<file path="src/hdl/aqs_pkg.sv">
// Shared widths and constants for the aliquot sum block.
// Used by aqs_divider, aliquot_sum_perfect_test and the testbench; depends on nothing.
package aqs_pkg;

  // Width of the number whose proper divisors are summed.
  localparam int VALUE_WIDTH = 32;
  // Width of the divisor sum; the sum saturates at its all-ones value.
  localparam int SUM_WIDTH = 35;
  // Common width for comparing a value against a sum.
  localparam int WIDE_WIDTH = (VALUE_WIDTH > SUM_WIDTH) ? VALUE_WIDTH : SUM_WIDTH;
  // Accumulator adder width, one carry bit above the common width.
  localparam int ADD_WIDTH = WIDE_WIDTH + 1;
  // Bit counter width for the divider, able to hold VALUE_WIDTH itself.
  localparam int CNT_WIDTH = $clog2(VALUE_WIDTH + 1);

endpackage

</file>
<file path="src/hdl/aqs_divider.sv">
// Restoring radix-2 divider producing one quotient bit per cycle.
// Depends on aqs_pkg for the operand width and counter width.
module aqs_divider (
  input  logic                              clk,
  input  logic                              rst_n,
  input  logic                              start,
  input  logic [aqs_pkg::VALUE_WIDTH-1:0]   dividend,
  input  logic [aqs_pkg::VALUE_WIDTH-1:0]   divisor,
  output logic [aqs_pkg::VALUE_WIDTH-1:0]   quotient,
  output logic [aqs_pkg::VALUE_WIDTH-1:0]   remainder,
  output logic                              done
);

  logic [aqs_pkg::VALUE_WIDTH-1:0] quot_r, quot_nxt;
  logic [aqs_pkg::VALUE_WIDTH-1:0] rem_r, rem_nxt;
  logic [aqs_pkg::VALUE_WIDTH-1:0] dsr_r, dsr_nxt;
  logic [aqs_pkg::CNT_WIDTH-1:0]   cnt_r, cnt_nxt;
  logic                            busy_r, busy_nxt;
  logic                            done_r, done_nxt;
  logic [aqs_pkg::VALUE_WIDTH:0]   rem_sh;
  logic [aqs_pkg::VALUE_WIDTH+1:0] trial;

  // One shift-and-subtract step: bring down the next dividend bit.
  always_comb begin
    rem_sh = {rem_r, quot_r[aqs_pkg::VALUE_WIDTH-1]};
    trial  = {1'b0, rem_sh} - {2'b00, dsr_r};
  end

  // Step sequencing and operand loading.
  always_comb begin
    quot_nxt = quot_r;
    rem_nxt  = rem_r;
    dsr_nxt  = dsr_r;
    cnt_nxt  = cnt_r;
    busy_nxt = busy_r;
    done_nxt = 1'b0;
    if (start) begin
      quot_nxt = dividend;
      rem_nxt  = '0;
      dsr_nxt  = divisor;
      cnt_nxt  = aqs_pkg::CNT_WIDTH'(aqs_pkg::VALUE_WIDTH);
      busy_nxt = 1'b1;
    end else if (busy_r) begin
      if (trial[aqs_pkg::VALUE_WIDTH+1]) begin
        rem_nxt = rem_sh[aqs_pkg::VALUE_WIDTH-1:0];
      end else begin
        rem_nxt = trial[aqs_pkg::VALUE_WIDTH-1:0];
      end
      quot_nxt = {quot_r[aqs_pkg::VALUE_WIDTH-2:0], ~trial[aqs_pkg::VALUE_WIDTH+1]};
      cnt_nxt  = cnt_r - 1'b1;
      if (cnt_r == aqs_pkg::CNT_WIDTH'(1)) begin
        busy_nxt = 1'b0;
        done_nxt = 1'b1;
      end
    end
  end

  always_ff @(posedge clk) begin
    quot_r <= quot_nxt;
    rem_r  <= rem_nxt;
    dsr_r  <= dsr_nxt;
    cnt_r  <= cnt_nxt;
    if (!rst_n) begin
      busy_r <= 1'b0;
      done_r <= 1'b0;
    end else begin
      busy_r <= busy_nxt;
      done_r <= done_nxt;
    end
  end

  assign quotient  = quot_r;
  assign remainder = rem_r;
  assign done      = done_r;

endmodule

</file>
<file path="config.mk">
export PLATFORM = sky130hd
export DESIGN_NAME = aqs_divider
export DESIGN_NICKNAME = d
export VERILOG_FILES = /design/src/hdl/aqs_pkg.sv /design/src/hdl/aqs_divider.sv
export SDC_FILE = /design/constraint.sdc
export NUM_CORES = 1
export LEC_CHECK = 0
export BUFFER_PORTS_ARGS = -buffer_cell sky130_fd_sc_hd__buf_2
export CAP_MARGIN = 20
export CORE_MARGIN = 5
export CORE_UTILIZATION = 52
export CTS_CLUSTER_SIZE = 28
export DETAILED_ROUTE_END_ITERATION = 8
export GPL_TIMING_DRIVEN = 0
export HOLD_SLACK_MARGIN = 0.03
export PLACE_DENSITY_LB_ADDON = 0.12
export SETUP_SLACK_MARGIN = 0.3
export SYNTH_ARGS = -nofsm -noshare
export SYNTH_HDL_FRONTEND = slang
export SYNTH_SLANG_ARGS = --single-unit
</file>
<file path="constraint.sdc">
create_clock -name clk -period 3.1 [get_ports clk]
set_input_delay 0.31 -clock clk [delete_from_list [all_inputs] [get_ports clk]]
set_output_delay 0.31 -clock clk [all_outputs]
set_load 0.01 [all_outputs]
</file>
==> Word-level counts from Yosys, hierarchy flattened <==
Index checks and enable logic that the tools add are counted.
{ "op_classes": {"bitwise": 3, "n_addsub": 2, "n_reduce_logical": 2, "muxes": 7, "eq_ne": 1} }
{ "op_table": {"columns": ["op", "n"], "rows": [
  ["32-bit two-way mux", 3],
  ["33-bit by 32-bit subtractor with 34-bit output", 1],
  ["6-bit by 1-bit equality test with 1-bit output, second input constant", 1],
  ["6-bit by 1-bit subtractor with 6-bit output, second input constant", 1],
  ["1-bit two-way mux", 4],
  ["1-bit NOT", 3],
  ["3-bit OR reduction", 1],
  ["2-bit nonzero test", 1]
]} }
{ "totals": {"regBits": 104, "word_cells": 21} }

==> Depth between registers and ports, before layout <==
Gate-level depths: netlist (run 1).
{ "depth": {"depth_word": 4, "depth_mapped": 13, "depth_no_buf": 12} }

==> Least setup slack after synthesis (run 1) <==
Ideal clock, no wire load.
{ "synth_timing": {"kind": "register -> register", "start": "register quot_r, in the netlist quotient[31]", "end": "register rem_r, in the netlist remainder[26]", "slack_ps": 391, "path_buffers": 0, "t_arrival_ps": 2651, "synth_period_minus_slack_ps": 2709, "path_stages_with_launch": 13, "setup_ps": 58, "required_time_ps": 3042, "cell_sequence": "edfxtp_1 > inv_1 > ha_1 > inv_1 > fa_1 > a21oi_1 > nor2_1 > o311ai_1 > a31oi_1 > o2111a_1 > o21a_1 > nor3_1 > o221a_2"} }
{ "synth_between": {"elab_chain_cells": 2} }
{ "synth_rtl": {"columns": ["item", "line_no", "rtl"], "rows": [
  ["start: declaration", "aqs_divider.sv:14", "logic [aqs_pkg::VALUE_WIDTH-1:0] quot_r, quot_nxt;"],
  ["start signal: assignment", "aqs_divider.sv:59", "quot_r <= quot_nxt;"],
  ["33-bit by 32-bit subtractor with 34-bit output", "aqs_divider.sv:26", "trial = {1'b0, rem_sh} - {2'b00, dsr_r};"],
  ["32-bit two-way mux", "aqs_divider.sv:44", "if (trial[aqs_pkg::VALUE_WIDTH+1]) begin"],
  ["end signal: assignment", "aqs_divider.sv:60", "rem_r <= rem_nxt;"],
  ["end: declaration", "aqs_divider.sv:15", "logic [aqs_pkg::VALUE_WIDTH-1:0] rem_r, rem_nxt;"]
]} }
Every way passes these cells.
A chain may end at the register's enable or synchronous reset.

==> Worst setup path in the final report (run 1) <==
{ "layout_timing": {"start": "register dsr_r[26] in the netlist's numbering", "end": "register rem_r, in the netlist remainder[11]"} }
{ "layout_between": {"elab_chain_cells": 2} }
{ "layout_rtl": {"columns": ["item", "line_no", "rtl"], "rows": [
  ["start: declaration", "aqs_divider.sv:16", "logic [aqs_pkg::VALUE_WIDTH-1:0] dsr_r, dsr_nxt;"],
  ["start signal: assignment", "aqs_divider.sv:61", "dsr_r <= dsr_nxt;"],
  ["33-bit by 32-bit subtractor with 34-bit output", "aqs_divider.sv:26", null],
  ["32-bit two-way mux", "aqs_divider.sv:44", null]
]} }
Every way passes these cells.

==> impl_results.md, run 1 <==
- PD cells: 497 nW/um^2
- Final std cells w/o fill: 885
- Layout Nets: 839
- Most used cell, CP: buf_6
- Worst Path Required: 3.31 ns
- Endpoint class of the critical path: register
- DRC viols: 0
- Total number of vias: 5097
- Initial DRT Pass Iterations: 5
- Share of cells above drive strength 1: 35.4%
- Placed cell count: 856
- I/O pin count: 132
- Fill cell count: 932
- Setup crit end: remainder[11]$_SDFFE_PP0P_
- Placer Congestion: 0.885
- FF-to-FF setup slack: 0.30 ns
- CTS Sinks: 104
- #FFs+latches synth: 104
- Worst Skew: 0.00986 ns
- TNS Setup: 0 ns
- First-pass GRT wire length: 25000 microns
- Crit start category: register
- Crit share post-route: 90.3%
- Syn_nets: 684
- Setup violators final: 0
- Die Wd: 118 microns
- Crit path max fanout: 5
- Cell Area, Synth: 6070 sq um
- Post-synth top area share: 31.7%
- Most instantiated library cell after synthesis: edfxtp_1
- Largest area contributor in the netlist: edfxtp_1
- Clock Root Buffer: clkbuf_16
- Largest net degree at the start of global routing: 34
- CP Cell Sequence: inv_2 -> ha_4 -> buf_6 -> a21o_1 -> a21oi_2 -> o211ai_1 -> or4_1 -> o21ai_2 -> buf_6 -> buf_12 -> mux2i_2 -> a211oi_1
- Max-slew violations: 0
- Worst Tran Pin Value: 0.803 ns
- WL/cell: 18.4 microns
- Total Wirelength: 16300 microns
- VDD IR-drop max: 0.000466 V
- Row cnt: 39
- Cts bufs inserted: 9
- Final HPWL DP: 11500 microns
- HP Class: input pin to register
- Fin crit period: 2.80 ns
- Reg2Reg Depth: 12
- Number of global-route vias before repair: 4985
- RR Startpoint: dsr_r[26]$_DFFE_PP_
- Number of synthesized flops with an enable pin: 64
- Async set or reset register ratio after synthesis: 0%
- Fmax: 357 MHz
- Average cell area after synthesis: 10.4 sq um
- Final hold violation count: 0
- Slew margin rel.: 46.5%
- Most common library cells after synthesis: edfxtp_1, nor2_1, inv_1, dfxtp_1, nand2_1
- Core area: 11400 sq um
- Ys Warns: 0
- Diodes inserted: 0
- Clock slew at reported path FFs: 0.07 ns
- Main synth FF type: edfxtp_1
- Height of the die: 118 microns
- Global Route Usage Sum: 22.1%
- CTS tree: yes
- Area delta synth->final: 24.6%
- Initial DRC count: 334
- CTS max path bufs: 2
- Kind of critical path: register to register
- Leak pwr: 3.33 nW
- Synth unique cells: 78
- Post-DP Area: 6910 sq um
- Max_cap viols: 0
- Port Buffers: 131
- RSZ-0062 raised after global routing: true
- Non-Filler Cell Area, Final: 7570 sq um
- Post-synthesis cell count: 582
- Power after layout: 0.00376 W
- Register area share after synthesis: 44.8%
- Clock insertion delay at the later pin of the skew report: 0.36 ns
- H-tree depth: 3
- CP startpoint: dsr_r[26]$_DFFE_PP_
- Post-route ant nets: 0
- Die area: 13900 sq um
- Via/cell ratio: 5.76
- Antenna violations before repair: 0
- Top post-synthesis cells by area: edfxtp_1, dfxtp_1, ha_1
- Starting density of the core: 53.2%
- Final core occ: 66.3%
- Status: complete, no violations
- Hold Crit Depth: 1
- Crit path DAT: 3.01 ns
- Crit path max-delay cell type: or4_1
- Reg-to-Reg End: remainder[11]$_SDFFE_PP0P_
- Grt total ovfl: 0
- Slowest cell delay on critical path: 0.51 ns
==> metrics by stage <==
step / worst slack [ns] / hold WS (ns)
floorplan: 0.391 / 0.409
global placement: -0.0312 / 0.478
detailed placement: -0.150 / 0.488
CTS: 0.236 / 0.113
global route: 0.182 / 0.106
finish: 0.300 / 0.124
==> cells by family (layout without fill, tap and decap cells) <==
kind of cell	Yosys count	in the layout	share of synthesized area (%)
DFF	104	104	44.8
xor gates and xnor gates	25	25	3.61
and+or+nand+nor	147	147	12.0
muxes	41	41	7.42
buffers and inverters	78	238	6.28
adders and majority gates	35	35	7.34
AOI/OAI and AO/OA	152	152	18.5
==> registers in the layout, summed over array words and instances, names as in the netlist <==
signal,count
busy_r,1
cnt_r,6
dsr_r,32
quotient,32
remainder,32
done,1
==> report_power, final <==
group          total (W)  switching [W]  internal, W
clock network    0.00116       0.000525     0.000635
registers        0.00168      0.0000748      0.00160
logic           0.000929       0.000520     0.000409
==> routing by layer <==
layer  GRT usage [%]  part of all wire [%]  vias up  wire, microns
li1                -                     -     2460              -
met1            27.6                    43     2447           6960
met2            37.8                    50      168           8070
met3            5.05                   5.8       22            950
met4            6.81                   1.7        0            282
met5               0                     0        -              0
==> worst min-delay path by stage <==
| stage | to | startpoint | slack (ns) |
|---|---|---|---|
| after global routing | dsr_r[3]$_DFFE_PP_ | divisor[3] | 0.11 |
| final | dsr_r[3]$_DFFE_PP_ | divisor[3] | 0.12 |
| after global placement | remainder[31]$_SDFFE_PP0P_ | remainder[31]$_SDFFE_PP0P_ | 0.48 |
| after detailed placement | remainder[31]$_SDFFE_PP0P_ | remainder[31]$_SDFFE_PP0P_ | 0.49 |
| after floorplan | dsr_r[0]$_DFFE_PP_ | divisor[0] | 0.41 |
| after CTS | dsr_r[3]$_DFFE_PP_ | divisor[3] | 0.11 |
==> cell usage in the layout, fill, tap and decap left out, types with 7 or more instances in the layout <==
master / Yosys / final
xor2_1: 11 / 11
a211oi_1: 15 / 11
mux2_2: 32 / 31
a21oi_1: 34 / 28
nand2_1: 36 / 36
nor3b_1: 7 / 7
edfxtp_1: 64 / 64
o21ai_0: 18 / 18
nor3_1: 12 / 10
o211ai_1: 9 / 9
xnor2_1: 14 / 14
ha_1: 34 / 28
clkbuf_16: 0 / 11
buf_2: 1 / 131
clkbuf_1: 13 / 13
dfxtp_1: 40 / 39
o21a_1: 8 / 8
a21o_1: 10 / 9
a21oi_2: 2 / 7
nor2_1: 51 / 50
inv_1: 49 / 47
buf_4: 3 / 11
mux2i_1: 9 / 7
==> layout make-up <==
class,instances,area (sq um),area share [%]
multi-input cells,400,3170,41.9
flip-flops and latches,104,2720,36.0
repair buffers,144,788,10.4
clock buffers,11,233,3.08
plain buffers,28,220,2.91
inverters,50,188,2.48
well taps,143,179,2.36
clock inverters,5,63.8,0.843
==> timing repair <==
item | in CTS | in global routing
endpoints found under the hold margin | 0 | 0
buffers inserted | 4 | 6
gates cloned | 0 | 3
pin swaps | 5 | 20
gates resized for setup | 9 | 48
endpoints found under the setup margin | 49 | 33
hold buffers | 0 | 0
==> critical path, delay by kind of cell (launching register included) <==
kind	cells	cell delay [ns]
DFF	1	0.38
and+or+nand+nor	1	0.51
buffers and inverters	4	0.52
adders and majority gates	1	0.19
muxes	1	0.24
AOI/OAI and AO/OA	5	0.83
Power figures use the tool's default switching activity.
==> run 2: changes to the inputs <==
--- a/config.mk
+++ b/config.mk
@@ -5,6 +5,7 @@
 export SDC_FILE = /design/constraint.sdc
 export NUM_CORES = 1
 export LEC_CHECK = 0
+export ABC_AREA = 1
 export BUFFER_PORTS_ARGS = -buffer_cell sky130_fd_sc_hd__buf_2
 export CAP_MARGIN = 20
 export CORE_MARGIN = 5
==> run 2 against run 1 <==
Synthesized cell count up 72%. Cell count grew 50%. Register-to-register slack better by 0.45 ns. Clock power shrank 3%. Worst setup slack better by 0.41 ns. Sequential share of layout area fell by 2.6 points. Area after synthesis is 15% higher. Clock skew rose by 0.0015 ns. Die area increased by 14%.
==> impl_results.md, run 2 <==
- Status: complete, no violations
- Ys Warns: 0 (unchanged)
- Fraction of power consumed by sequential logic: 50.6% (+6.1 points)
- Most frequent cells in the layout: nand2_1, inv_1, buf_2, nand3_1, edfxtp_1
- Post-route ant nets: 0 (unchanged)
- TNS Setup: 0 ns (unchanged)
- RR Startpoint: quotient[31]$_DFFE_PP_
- Placer Congestion: 0.975 (+10%)
- Post-DP Area: 7880 sq um (+14%)
- Post CTS Setup Buffer Count: 0 (-4)
- Share of cells above drive strength 1: 16.8% (-19 points)
- VDD IR-drop max: 0.000349 V (-25%)
- Final hold violation count: 0 (unchanged)
- FF-to-FF setup slack: 0.75 ns (+0.45 ns)
- Grt total ovfl: 0 (unchanged)
- Slowest cell delay on critical path: 0.65 ns (+0.14 ns)
- DRC viols: 0 (unchanged)
- PD cells: 390 nW/um^2 (-22%)
- Total Wirelength: 18900 microns (+16%)
- RSZ-0062 raised after global routing: false
- Total number of vias: 6458 (+27%)
- Worst Skew: 0.0114 ns (+0.00154 ns)
- Async set or reset register ratio after synthesis: 0% (unchanged)
- Fin crit period: 2.39 ns (-0.410 ns)
- Height of the die: 126 microns (+6.6%)
- Synth unique cells: 40 (-49%)
- I/O pin count: 132 (unchanged)
- Row cnt: 42 (+7.7%)
- Combinational share of power: 14.3% (-10 points)
- Post-synth top area share: 27.6% (-4.1 points)
- Largest area contributor in the netlist: edfxtp_1
- Slew margin rel.: 42.4% (-4.1 points)
- Fmax: 418 MHz (+17%)
- CTS max path bufs: 2 (unchanged)
- Leak pwr: 4.59 nW (+38%)
- Setup violators final: 0 (unchanged)
- Top post-synthesis cells by area: edfxtp_1, nand2_1, dfxtp_1
- Setup crit end: quotient[20]$_DFFE_PP_
- Crit path max fanout: 33 (+28)
- Reg-to-Reg End: remainder[26]$_SDFFE_PP0P_
- Antenna violations before repair: 0 (unchanged)
- Non-Filler Cell Area, Final: 8160 sq um (+7.8%)
- Initial DRT Pass Iterations: 5 (unchanged)
- Max-slew violations: 0 (unchanged)
- Number of global-route vias before repair: 6168 (+24%)
- Via/cell ratio: 4.88 (-15%)
- Cts bufs inserted: 9 (unchanged)
- Core area: 13200 sq um (+16%)
- Largest net degree at the start of global routing: 34 (unchanged)
- Kind of critical path: input pin to register
- #FFs+latches synth: 104 (unchanged)
- CP Cell Sequence: buf_2 -> clkbuf_1 -> nor2_1 -> inv_1 -> clkbuf_2 -> buf_16
- Most instantiated library cell after synthesis: nand2_1
- Average cell area after synthesis: 6.98 sq um (-33%)
- Layout Nets: 1245 (+48%)
- WL/cell: 14.3 microns (-22%)
- Endpoint class of the critical path: register
- Starting density of the core: 52.9% (-0.29 points)
- Crit path DAT: 2.46 ns (-0.55 ns)
- HP Class: input pin to register
- Register area share after synthesis: 39.0% (-5.8 points)
- Crit start category: input pin
- Sw frac: 27.8% (-1.9 points)
- Die area: 15800 sq um (+14%)
- Area delta synth->final: 17.0%
- Placed cell count: 1308 (+53%)
- H-tree depth: 3 (unchanged)
- First-pass GRT wire length: 30100 microns (+20%)
- Power share of the clock group: 35.1% (+4.3 points)
- Crit path max-delay cell type: buf_2
- Crit path depth: 6 (-6)
- CTS tree: yes
- CP bufs+invs: 5 (+1)
- CTS Sinks: 104 (unchanged)
- Worst Path Required: 3.17 ns (-0.14 ns)
- Max_cap viols: 0 (unchanged)
- Reg2Reg Depth: 14 (+2)
- Commonest non-fill, non-tap cell in the layout: nand2_1
- Global Route Usage Sum: 23.7% (+1.6 points)
- Diodes inserted: 0 (unchanged)
- Final HPWL DP: 14700 microns (+28%)
- Clock insertion delay at the later pin of the skew report: 0.36 ns (about the same)
- Port Buffers: 131 (unchanged)
- Clock slew at reported path FFs: 0.08 ns (about the same)
- NetSw: 0.000886 W (-21%)
- Most common library cells after synthesis: nand2_1, inv_1, nand3_1, edfxtp_1, nor2_1
- Initial DRC count: 431 (+29%)
- Cell Area, Synth: 6980 sq um (+15%)
- Final std cells w/o fill: 1324 (+50%)
- Die Wd: 126 microns (+6.6%)
- Post-CTS Resized: 0 (-9)
- Syn_nets: 1102 (+61%)
- Crit share post-route: 77.1% (-13 points)
- CP startpoint: start
- Clock Root Buffer: clkbuf_16
- Cell internal pwr: 0.00230 W (-13%)
- Delay-heaviest family, CP: buffers and inverters
- Hold_buf cts: 0 (unchanged)
- Worst Tran Pin Value: 0.865 ns (+0.0614 ns)
- Main synth FF type: edfxtp_1
- Post-synthesis cell count: 1000 (+72%)
- Number of synthesized flops with an enable pin: 64 (unchanged)
-- run 2: power by group through the flow --
| stage | Sequential, W | Clock, W | Combinational [W] |
|---|---|---|---|
| final | 0.00161 | 0.00112 | 0.000456 |
| after global routing | 0.00162 | 0.00118 | 0.000517 |
| after CTS | 0.00161 | 0.00113 | 0.000460 |
| after detailed placement | 0.00164 | 0 | 0.000457 |
| after global placement | 0.00164 | 0 | 0.000445 |
| after floorplan | 0.00166 | 0 | 0.000259 |
-- run 2: final cells by class --
class                      instances  area [sq um]
clock inverter                     6          48.8
clock buffer                      10           229
tap                              176           220
timing repair buffer             132           683
buffer                            22           154
sequential                       104          2720
multi-input combinational        683          3380
inverter                         191           717
fill                            1318          5030
-- run 2: worst min-delay path by stage --
stage / slack, ns / start / cells after the start / endpoint
after floorplan: 0.41 / divisor[0] / 0 / dsr_r[0]$_DFFE_PP_
after global placement: 0.47 / remainder[20]$_SDFFE_PP0P_ / 2 / remainder[20]$_SDFFE_PP0P_
after detailed placement: 0.48 / remainder[19]$_SDFFE_PP0P_ / 2 / remainder[19]$_SDFFE_PP0P_
after CTS: 0.11 / divisor[31] / 1 / dsr_r[31]$_DFFE_PP_
after global routing: 0.10 / divisor[5] / 1 / dsr_r[5]$_DFFE_PP_
final: 0.12 / divisor[13] / 1 / dsr_r[13]$_DFFE_PP_
-- run 2: cell families after synthesis --
| group | share of synthesized area [%] |
|---|---|
| simple gates | 36.9 |
| compound gates | 3.43 |
| buf+inv | 12.5 |
| xor+xnor | 1.76 |
| fa+ha+maj | 6.39 |
| flops | 39.0 |
-- run 2: metal layers --
layer / wire length [microns] / vias to the layer above / global-route usage [%] / part of all wire, %
li1: - / 3380 / - / -
met1: 8450 / 2888 / 30.4 / 45
met2: 8770 / 160 / 39.1 / 46
met3: 1170 / 30 / 5.97 / 6.2
met4: 479 / 0 / 8.08 / 2.5
met5: 0 / - / 0 / 0
-- run 2: through the flow --
step                      setup slack, ns  utilization (%)  hold WS (ns)  total power, W
after floorplan                     0.790                -         0.409         0.00192
after global placement             -0.812             59.5         0.470         0.00209
after detailed placement            0.265             59.7         0.478         0.00210
after CTS                           0.660             61.8         0.109         0.00320
after global routing                0.484             61.8         0.105         0.00332
final                               0.709             61.8         0.117         0.00318
-- run 2: worst reg2reg max path, cell delays in order, from the launching register on --
cell and delay (ns):
edfxtp_1 0.40, inv_1 0.09, ha_1 0.14, inv_1 0.08, fa_1 0.45, nand2_1 0.10
nand3_1 0.21, nand2_1 0.13, nand2_1 0.13, nand2_1 0.16, nand3_1 0.09, nand2_1 0.07
nand3_1 0.07, nand2_1 0.07, nand2_1 0.04
==> run 3: changes to the inputs <==
==> constraint.sdc (replaced) <==
create_clock -name clk -period 2.2 [get_ports clk]
set_input_delay 0.22 -clock clk [delete_from_list [all_inputs] [get_ports clk]]
set_output_delay 0.22 -clock clk [all_outputs]
set_load 0.01 [all_outputs]
==> run 3 against run 2 <==
Sequential power increased by 41%. Total power increased by 49%. Critical path type is now register to register. Highest routed layer unchanged. Combinational power grew 87%. Critical path depth up 10. Worst hold slack worse by 0.085 ns. Die area unchanged. Core utilization is 12 points higher.
==> impl_results.md, run 3 (synthesized netlist as in run 2, its figures left out) <==
- CTS max path bufs: 2 (unchanged)
- Area of the multi-input gates: 4340 sq um (+28%)
- Worst Path Required: 2.45 ns (-0.72 ns)
- Placer Congestion: 0.956 (-2.0%)
- TNS Setup: 0 ns (unchanged)
- First-pass GRT wire length: 33800 microns (+13%)
- Setup Slack @ Placement: -0.786 ns (-1.05 ns)
- Initial DRC count: 414 (-3.9%)
- HP Class: input pin to register
- Max_cap viols: 0 (unchanged)
- Crit path DAT: 2.29 ns (-0.17 ns)
- Register area: 2730 sq um (+0.32%)
- Number of global-route vias before repair: 6866 (+11%)
- Final hold violation count: 0 (unchanged)
- CTS tree: yes
- Final worst-path setup slack: 0.159 ns (-0.551 ns)
- Starting density of the core: 52.9% (unchanged)
- Hold Crit Depth: 1 (unchanged)
- Endpoint class of the critical path: register
- Clock slew at reported path FFs: 0.08 ns (about the same)
- I/O pin count: 132 (unchanged)
- Most frequent cells in the layout: nand2_1, inv_1, buf_2, edfxtp_1, nand3_1
- Via/cell ratio: 5.03 (+3.0%)
- RR Startpoint: dsr_r[3]$_DFFE_PP_
- Worst Tran Pin Value: 0.725 ns (-0.140 ns)
- H-tree depth: 3 (unchanged)
- Fill cell count: 1075 (-18%)
- Layout Nets: 1295 (+4.0%)
- Final HPWL DP: 14900 microns (+1.0%)
- Global Route Usage Sum: 26.5% (+2.9 points)
- DRC viols: 0 (unchanged)
- Row cnt: 42 (unchanged)
- Hold slack: 0.0323 ns (-0.0849 ns)
- Commonest non-fill, non-tap cell in the layout: nand2_1
- Diodes inserted: 0 (unchanged)
- Crit path max fanout: 7 (-79%)
- Slew margin rel.: 51.7% (+9.3 points)
- Crit share post-route: 92.8%
- Fin crit period: 2.04 ns
- PD cells: 490 nW/um^2 (+25%)
- Clock Root Buffer: clkbuf_16
- Post-route ant nets: 0 (unchanged)
- Core area: 13200 sq um (unchanged)
- Die area: 15800 sq um (unchanged)
- Min-Delay Endpoint: dsr_r[30]$_DFFE_PP_
- Initial DRT Pass Iterations: 5 (unchanged)
- Setup violators final: 0 (unchanged)
- Worst Skew: 0.0164 ns (+0.00501 ns)
- Cts bufs inserted: 9 (unchanged)
- Reg-to-Reg End: remainder[20]$_SDFFE_PP0P_
- Worst Min Path Start: divisor[30]
- VDD IR-drop max: 0.000636 V (+82%)
- Status: complete, no violations
- Reg2Reg Depth: 16 (+2)
- Die Wd: 126 microns (unchanged)
- Area delta synth->final: 38.7%
- WL/cell: 15.6 microns (+9.7%)
- Total Wirelength: 21500 microns (+14%)
- RSZ-0062 raised after global routing: true
- Fmax: 490 MHz
- Clock insertion delay at the later pin of the skew report: 0.37 ns (about the same)
- Antenna violations before repair: 0 (unchanged)
- CTS Sinks: 104 (unchanged)
- Kind of critical path: register to register
- Grt total ovfl: 0 (unchanged)
- Share of cells above drive strength 1: 33.1% (+16 points)
- FF-to-FF setup slack: 0.16 ns (-0.59 ns)
- Height of the die: 126 microns (unchanged)
- Crit start category: register
- Max-slew violations: 0 (unchanged)
- Largest net degree at the start of global routing: 42 (+24%)
- Total number of vias: 6906 (+6.9%)
- Leak pwr: 5.00 nW (+9.0%)
- Port Buffers: 131 (unchanged)
==> run 3: cell count changes in the layout (fill, tap and decap cells not counted), moves of 11 or more <==
cell / delta
buf_4: +26
dlygate4sd3_1: +19
ha_1: -32
ha_4: +32
inv_1: -23
inv_2: +23
nand2_1: -62
nand2_2: +43
nand2_4: +19
nand3_1: -22
nand3_2: +16
nor2_1: -18
nor2_2: +11
==> run 3: worst max-delay path by stage <==
stage,start,depth (start not counted),to
floorplan,quotient[31]$_DFFE_PP_,16,remainder[28]$_SDFFE_PP0P_
finish,dsr_r[3]$_DFFE_PP_,16,remainder[20]$_SDFFE_PP0P_
global placement,start,5,quotient[25]$_DFFE_PP_
CTS,dsr_r[18]$_DFFE_PP_,15,remainder[22]$_SDFFE_PP0P_
global route,quotient[31]$_DFFE_PP_,16,remainder[28]$_SDFFE_PP0P_
detailed placement,start,5,quotient[25]$_DFFE_PP_
==> run 3: cell type report <==
type	count	share of cell area, %
Clock buffer	10	2.37
Timing Repair Buffer	182	12.2
Clock inverter	6	0.530
Multi-Input combinational cell	683	44.8
Tap cell	176	2.28
Inverter	191	7.41
Buffer	22	2.20
Sequential cell	104	28.2
==> run 3: worst max-delay path: stages (launching register included) <==
cell       delay, ns
edfxtp_1        0.34
inv_2           0.05
ha_4            0.31
nand2_4         0.08
inv_2           0.06
nand2_2         0.04
nand2_1         0.06
nand2_1         0.06
nand3_2         0.10
nand2_2         0.09
nand2_4         0.10
nand2_8         0.09
nand2_8         0.16
clkbuf_16       0.19
nand2_1         0.06
nand3_1         0.08
nand2_1         0.05
==> run 3: repair_timing <==
action	4_1_cts	5_1_grt
hold buffers	17	2
endpoints found under the setup margin	95	94
gates cloned	2	2
resized for setup	121	113
endpoints found under the hold margin	17	2
buffers inserted	17	11
pin swaps	29	48
==> run 3: routing by layer <==
| metal | GRT usage [%] | up-vias | routed length [microns] |
|---|---|---|---|
| met5 | 0 | - | 0 |
| met4 | 7.32 | 0 | 403 |
| met3 | 5.04 | 30 | 1250 |
| met2 | 46.2 | 195 | 10500 |
| met1 | 33.9 | 3187 | 9330 |
| li1 | - | 3494 | - |
==> run 3: stage by stage <==
step	utilization, %	area (sq um)	std cells	total power (W)
3_3_place_gp	59.6	7860	1307	0.00294
3_5_place_dp	59.6	7860	1307	0.00295
2_1_floorplan	-	6980	1000	0.00270
6_report	73.4	9680	1374	0.00474
5_1_grt	73.4	9680	1374	0.00494
4_1_cts	69.3	9140	1359	0.00466
==> run 3: power by group <==
part           leakage [nW]  switching, W  total (W)  internal [W]
Combinational          3.90      0.000505   0.000853      0.000348
Clock                 0.135      0.000820    0.00161      0.000791
Sequential            0.969     0.0000613    0.00227       0.00221
Total                  5.00       0.00139    0.00474       0.00335
